$ cat config.mk
export PLATFORM = sky130hd
export DESIGN_NAME = fblsc_sqrt
export DESIGN_NICKNAME = d
export VERILOG_FILES = /design/src/hdl/fragment_bond_length_sum_check_unit_defines.svh /design/src/hdl/fblsc_pkg.sv /design/src/hdl/fblsc_sqrt.sv
export SDC_FILE = /design/constraint.sdc
export NUM_CORES = 1
export LEC_CHECK = 0
export ABC_AREA = 1
export BUFFER_PORTS_ARGS = -buffer_cell sky130_fd_sc_hd__buf_2
export CAP_MARGIN = 20
export CORE_ASPECT_RATIO = 0.8
export CORE_MARGIN = 3
export CORE_UTILIZATION = 63
export DETAILED_ROUTE_END_ITERATION = 8
export PLACE_DENSITY_LB_ADDON = 0.3
export RECOVER_POWER = 25
export SYNTH_ARGS = -nofsm -noshare
export SYNTH_HDL_FRONTEND = slang
export SYNTH_SLANG_ARGS = --single-unit
$ cat constraint.sdc
create_clock -name clk -period 7.4 [get_ports clk]
set_input_delay 1.48 -clock clk [delete_from_list [all_inputs] [get_ports clk]]
set_output_delay 1.48 -clock clk [all_outputs]
set_load 0.05 [all_outputs]
$ cat src/hdl/fragment_bond_length_sum_check_unit_defines.svh
// Assertion macros for the fragment bond-length sum check unit.
// Used by the top level only; expects clk and rst_n in scope.
`ifndef FRAGMENT_BOND_LENGTH_SUM_CHECK_UNIT_DEFINES_SVH
`define FRAGMENT_BOND_LENGTH_SUM_CHECK_UNIT_DEFINES_SVH

// Same-cycle implication, sampled on clk, off while in reset.
`define FBLSC_ASSERT_IMP(label, ante, cons, msg) \
  label: assert property (@(posedge clk) disable iff (!rst_n) (ante) |-> (cons)) \
    else $error(msg);

// Next-cycle implication, sampled on clk, off while in reset.
`define FBLSC_ASSERT_NXT(label, ante, cons, msg) \
  label: assert property (@(posedge clk) disable iff (!rst_n) (ante) |=> (cons)) \
    else $error(msg);

`endif

$ cat src/hdl/fblsc_pkg.sv
// Package for the fragment bond-length sum check unit: widths, pair tables,
// register codes, sequencer states and the square-root status struct.
package fblsc_pkg;

  localparam int NUM_ATOMS_DEF   = 36;
  localparam int FRAC_BITS       = 12;
  localparam int GROUP_SIZE      = 12;
  localparam int PAIRS_PER_GROUP = 9;
  localparam int PAIR_W          = 4;

  localparam int COORD_W = 24;
  localparam int ENTRY_W = 3 * COORD_W;
  localparam int MAG_W   = COORD_W;
  localparam int SQ_W    = 2 * MAG_W;
  localparam int RAD_W   = SQ_W + 2;
  localparam int ROOT_W  = RAD_W / 2;
  localparam int ITER_W  = $clog2(ROOT_W);
  localparam int SUM_W   = 30;
  localparam int CFG_DW  = 32;
  localparam int CFG_AW  = 3;

  // Window reset values: 42.75 and 43.75 in Q(FRAC_BITS)
  localparam logic [SUM_W-1:0] WIN_LOW_RST  = SUM_W'((171 << FRAC_BITS) >> 2);
  localparam logic [SUM_W-1:0] WIN_HIGH_RST = SUM_W'((175 << FRAC_BITS) >> 2);

  localparam logic [PAIR_W-1:0] PAIR_A [PAIRS_PER_GROUP] =
    '{4'd0, 4'd0, 4'd0, 4'd3, 4'd7, 4'd7, 4'd9, 4'd6, 4'd6};
  localparam logic [PAIR_W-1:0] PAIR_B [PAIRS_PER_GROUP] =
    '{4'd1, 4'd2, 4'd3, 4'd5, 4'd5, 4'd9, 4'd11, 4'd11, 4'd5};

  typedef enum logic {
    REG_WIN_LOW  = 1'b0,
    REG_WIN_HIGH = 1'b1
  } cfg_reg_t;

  typedef enum logic [2:0] {
    S_LOAD,
    S_RD_A,
    S_RD_B,
    S_MUL,
    S_ACC,
    S_SQRT,
    S_DONE
  } seq_state_t;

  typedef struct packed {
    logic busy;
    logic done;
  } sqrt_stat_t;

endpackage

$ cat src/hdl/fblsc_sqrt.sv
// Iterative integer square root, two radicand bits per cycle (floor result).
// Depends on fblsc_pkg for widths and the status struct.
module fblsc_sqrt import fblsc_pkg::*; (
  input  logic              clk,
  input  logic              rst_n,
  input  logic              start,
  input  logic [RAD_W-1:0]  radicand,
  output sqrt_stat_t        stat,
  output logic [ROOT_W-1:0] root
);

  logic              busy_r, busy_nxt;
  logic              done_r, done_nxt;
  logic [ITER_W-1:0] cnt_r, cnt_nxt;
  logic [RAD_W-1:0]  rad_r;
  logic [ROOT_W:0]   rem_r;
  logic [ROOT_W-1:0] root_r;

  logic [ROOT_W+2:0] rem_sh;
  logic [ROOT_W+2:0] trial;
  logic [ROOT_W+2:0] rem_sub;
  logic              take;

  assign rem_sh  = {rem_r, rad_r[RAD_W-1 -: 2]};
  assign trial   = {1'b0, root_r, 2'b01};
  assign rem_sub = rem_sh - trial;
  assign take    = (rem_sh >= trial);

  always_comb begin
    busy_nxt = busy_r;
    done_nxt = 1'b0;
    cnt_nxt  = cnt_r;
    if (start) begin
      busy_nxt = 1'b1;
      cnt_nxt  = ITER_W'(ROOT_W - 1);
    end else if (busy_r) begin
      cnt_nxt = cnt_r - 1'b1;
      if (cnt_r == '0) begin
        busy_nxt = 1'b0;
        done_nxt = 1'b1;
      end
    end
  end

  always_ff @(posedge clk) begin
    if (!rst_n) begin
      busy_r <= 1'b0;
      done_r <= 1'b0;
      cnt_r  <= '0;
    end else begin
      busy_r <= busy_nxt;
      done_r <= done_nxt;
      cnt_r  <= cnt_nxt;
    end
  end

  // datapath: one root bit per step
  always_ff @(posedge clk) begin
    if (start) begin
      rad_r  <= radicand;
      rem_r  <= '0;
      root_r <= '0;
    end else if (busy_r) begin
      rad_r <= {rad_r[RAD_W-3:0], 2'b00};
      if (take) begin
        rem_r  <= rem_sub[ROOT_W:0];
        root_r <= {root_r[ROOT_W-2:0], 1'b1};
      end else begin
        rem_r  <= rem_sh[ROOT_W:0];
        root_r <= {root_r[ROOT_W-2:0], 1'b0};
      end
    end
  end

  assign stat.busy = busy_r;
  assign stat.done = done_r;
  assign root      = root_r;

endmodule
==> flow_summary_export.csv <==
group,metric,value,unit
min_path,worstHoldPathType,"flop to flop",
clocking,root_buffer,"clkbuf_16",
synthesis,synth_top_cells_by_area,"edfxtp_1 (23%), nand2_1 (23%), dfxtp_1 (18%), inv_1 (8.5%), ha_1 (5.7%)",
global_routing,grt_max_degree,79,
synthesis,synth_commonest_cells,"nand2_1 (392), inv_1 (146), dfxtp_1 (58)",
clocking,hold_buffers,0,
worst_setup_path,start_kind,"input port",
detailed_routing,post-route-drc-count,0,
clocking,htreeDepth,3,
layout,drive_gt1_share,8.835,%
detailed_routing,first_pass_iters,5,
placement,gp_congestion,1.035,
detailed_routing,drt-total-wl,14.91,mm
detailed_routing,drtAntennaViolNets,0,
synthesis,synth_top_area_share,23.39,%
worst_setup_path,cp.required,7630,ps
die,initial_core_util,65.71,%
power_and_ir_drop,p_leak,0.003740,uW
synthesis,netlist_instances,927,
worst_setup_path,critPathTopFamily,"buffers and inverters",
timing,worst_pin_slew,2398,ps
synthesis,ys_seq_elements,108,
worst_setup_path,crit_slowest_cell,"clkbuf_1",
clocking,cts_buffers,9,
layout,diodes,0,
power_and_ir_drop,p_per_area,324.8,nW/um^2
synthesis,synth_edf_count,50,
layout,syn_to_final_growth,10.52,%
layout,utilization,72.63,%
worst_setup_path,worstPathArrival,4840,ps
synthesis,yosysTopAreaCell,"edfxtp_1",
status,outcome,"finished with violations",
worst_setup_path,crit_type,"input port to flop",
timing,fin_setup_tns,0,ps
global_routing,antenna_found_initial,0,
die,fp.dieW,118.9,um
status,violations,"max-capacitance violations, max-slew violations",
timing,hold_violations,0,
power_and_ir_drop,vdd_ir_drop_max,0.1656,mV
timing,setup_violations,0,
synthesis,yosysWarnings,0,
clocking,cts_resized,0,
die,die_h,96.29,um
timing,grt_setup_unrepaired,"no",
synthesis,async_flop_share,0,%
worst_setup_path,critPathBufInv,3,
synthesis,syn_nets,1009,
timing,fmax,217.1,MHz
global_routing,grt_pass1_wl,24.14,mm
timing,maxSlewHeadroom,-59.90,%
clocking,cts_tree,"done",
timing,post-route-min-period,4607,ps
synthesis,yosysMostFrequentCell,"nand2_1",
layout,fin_nets,1073,
detailed_routing,wl_per_cell,13.17,um
detailed_routing,vias,5957,
detailed_routing,drt_iter0_markers,489,
clocking,clkSlewWorstSetupHoldPaths,70,ps
synthesis,yosysSeqAreaShare,41.47,%
worst_setup_path,cpPeakStageDelay,1700,ps
die,ioPinCount,80,
placement,place.detailed.hpwl,10.79,mm
die,design.core.area,9769,um^2
placement,portBuffers,79,
clocking,cts.sinks,108,
synthesis,synthFlopType,"dfxtp_1",
synthesis,syn_area,6420,um^2
clocking,max-clock-path-buffers,2,
global_routing,grtUsageTotal,26.33,%
worst_setup_path,crit_fanout,58,
die,rows,32,
timing,skew,7.602,ps
synthesis,avgSynthCellArea,6.925,um^2
synthesis,ys_types,34,
timing,finalCritPeriodShare,62.26,%
detailed_routing,vias_per_cell,5.262,
timing,slew_violations,59,
worst_setup_path,endpoint_kind,"flop",
global_routing,grt_overflow,0,
clocking,clk_latency,350,ps
global_routing,first_global_vias,5128,
worst_setup_path,path_cells,"buf_2 -> clkbuf_1 -> nor2_2 -> inv_1 -> a21oi_1 -> o21ai_0 -> nand2_1",
die,die-area,11450,um^2
clocking,post_cts_buffers,0,
run,maxCapViolCount,1,
[flip-flops by register name, summed over array words and instances, names as in the netlist]
name,flops
busy_r,1
cnt_r,5
done_r,1
rad_r,50
rem_r,26
root,25
[path summary, 6_finish.rpt]
path,start,endpoint,slack [ps],cells after the start
max,start,rem_r[10],2790,7
min,rem_r[25],rem_r[25],480,2
max reg2reg,busy_r,rem_r[4],4030,6
min reg2reg,rem_r[25],rem_r[25],480,2
[where the power goes]
group	internal, uW	switching [uW]	leakage, uW
Clock	230	219	0.000126
Combinational	360	768	0.00263
Sequential	690	36.5	0.000982
[worst register-to-register path, cell delays in order, from the launching register on]
cell and delay (ps):
dfxtp_1 930, clkinv_1 740, nor2_2 540, inv_1 590, a21oi_1 300, o21ai_0 120, nand2_1 90
[layout make-up]
class                      count  area, um^2
clock buffer                  11       232.7
clock inverter                 5       35.03
fill                         859        2674
inverter                     150       563.0
multi-input combinational    640        3050
sequential                   108        2663
tap                          136       170.2
timing repair buffer          82       381.6
[metal layers]
metal | GRT usage (%) | share of wire [%] | vias up | routed length [um]
li1 | - | - | 3032 | -
met5 | 0 | 0 | - | 0
met3 | 5.347 | 9.1 | 26 | 1361
met1 | 37.04 | 45 | 2675 | 6682
met4 | 6.654 | 1.2 | 0 | 186
met2 | 42.08 | 45 | 224 | 6678
[per-stage QoR]
stage | total power, uW | setup WS (ps) | hold slack (ps) | cells | instance area [um^2]
final | 2305 | 2793 | 476.4 | 1132 | 7096
after global routing | 2490 | 2339 | 500.6 | 1132 | 7096
after CTS | 2282 | 4166 | 473.0 | 1132 | 7132
after detailed placement | 1827 | 3871 | 462.8 | 1116 | 6864
after global placement | 1806 | 3908 | 463.9 | 1116 | 6864
after floorplan | 1617 | 3801 | 443.5 | 927 | 6420
[logic make-up after synthesis]
kind of cell	Yosys count	share of synthesized area [%]
DFF	108	41.47
xor gates and xnor gates	14	1.910
adders and majority gates	29	5.652
and+or+nand+nor	523	33.37
buffers and inverters	179	11.01
AOI/OAI and AO/OA	74	6.587
[layout by cell type, fill, tap and decap left out, drive strengths merged]
| cell type | instances |
|---|---|
| nand2 | 396 |
| inv | 151 |
| dfxtp | 58 |
| buf | 55 |
| nor2 | 53 |
| edfxtp | 50 |
| nand3 | 48 |
| clkbuf | 38 |
| ha | 29 |
| a21oi | 26 |
| o22ai | 24 |
| o21ai | 15 |
| nand4 | 14 |
| xnor2 | 10 |
| nor3 | 6 |
| o211ai | 5 |
| xor2 | 4 |
| nand3b | 3 |
| a31oi | 3 |
| clkinv | 2 |
| clkinvlp | 2 |
| and2 | 1 |
| nor4 | 1 |
| o31ai | 1 |
| or2 | 1 |
Power figures use the tool's default switching activity.
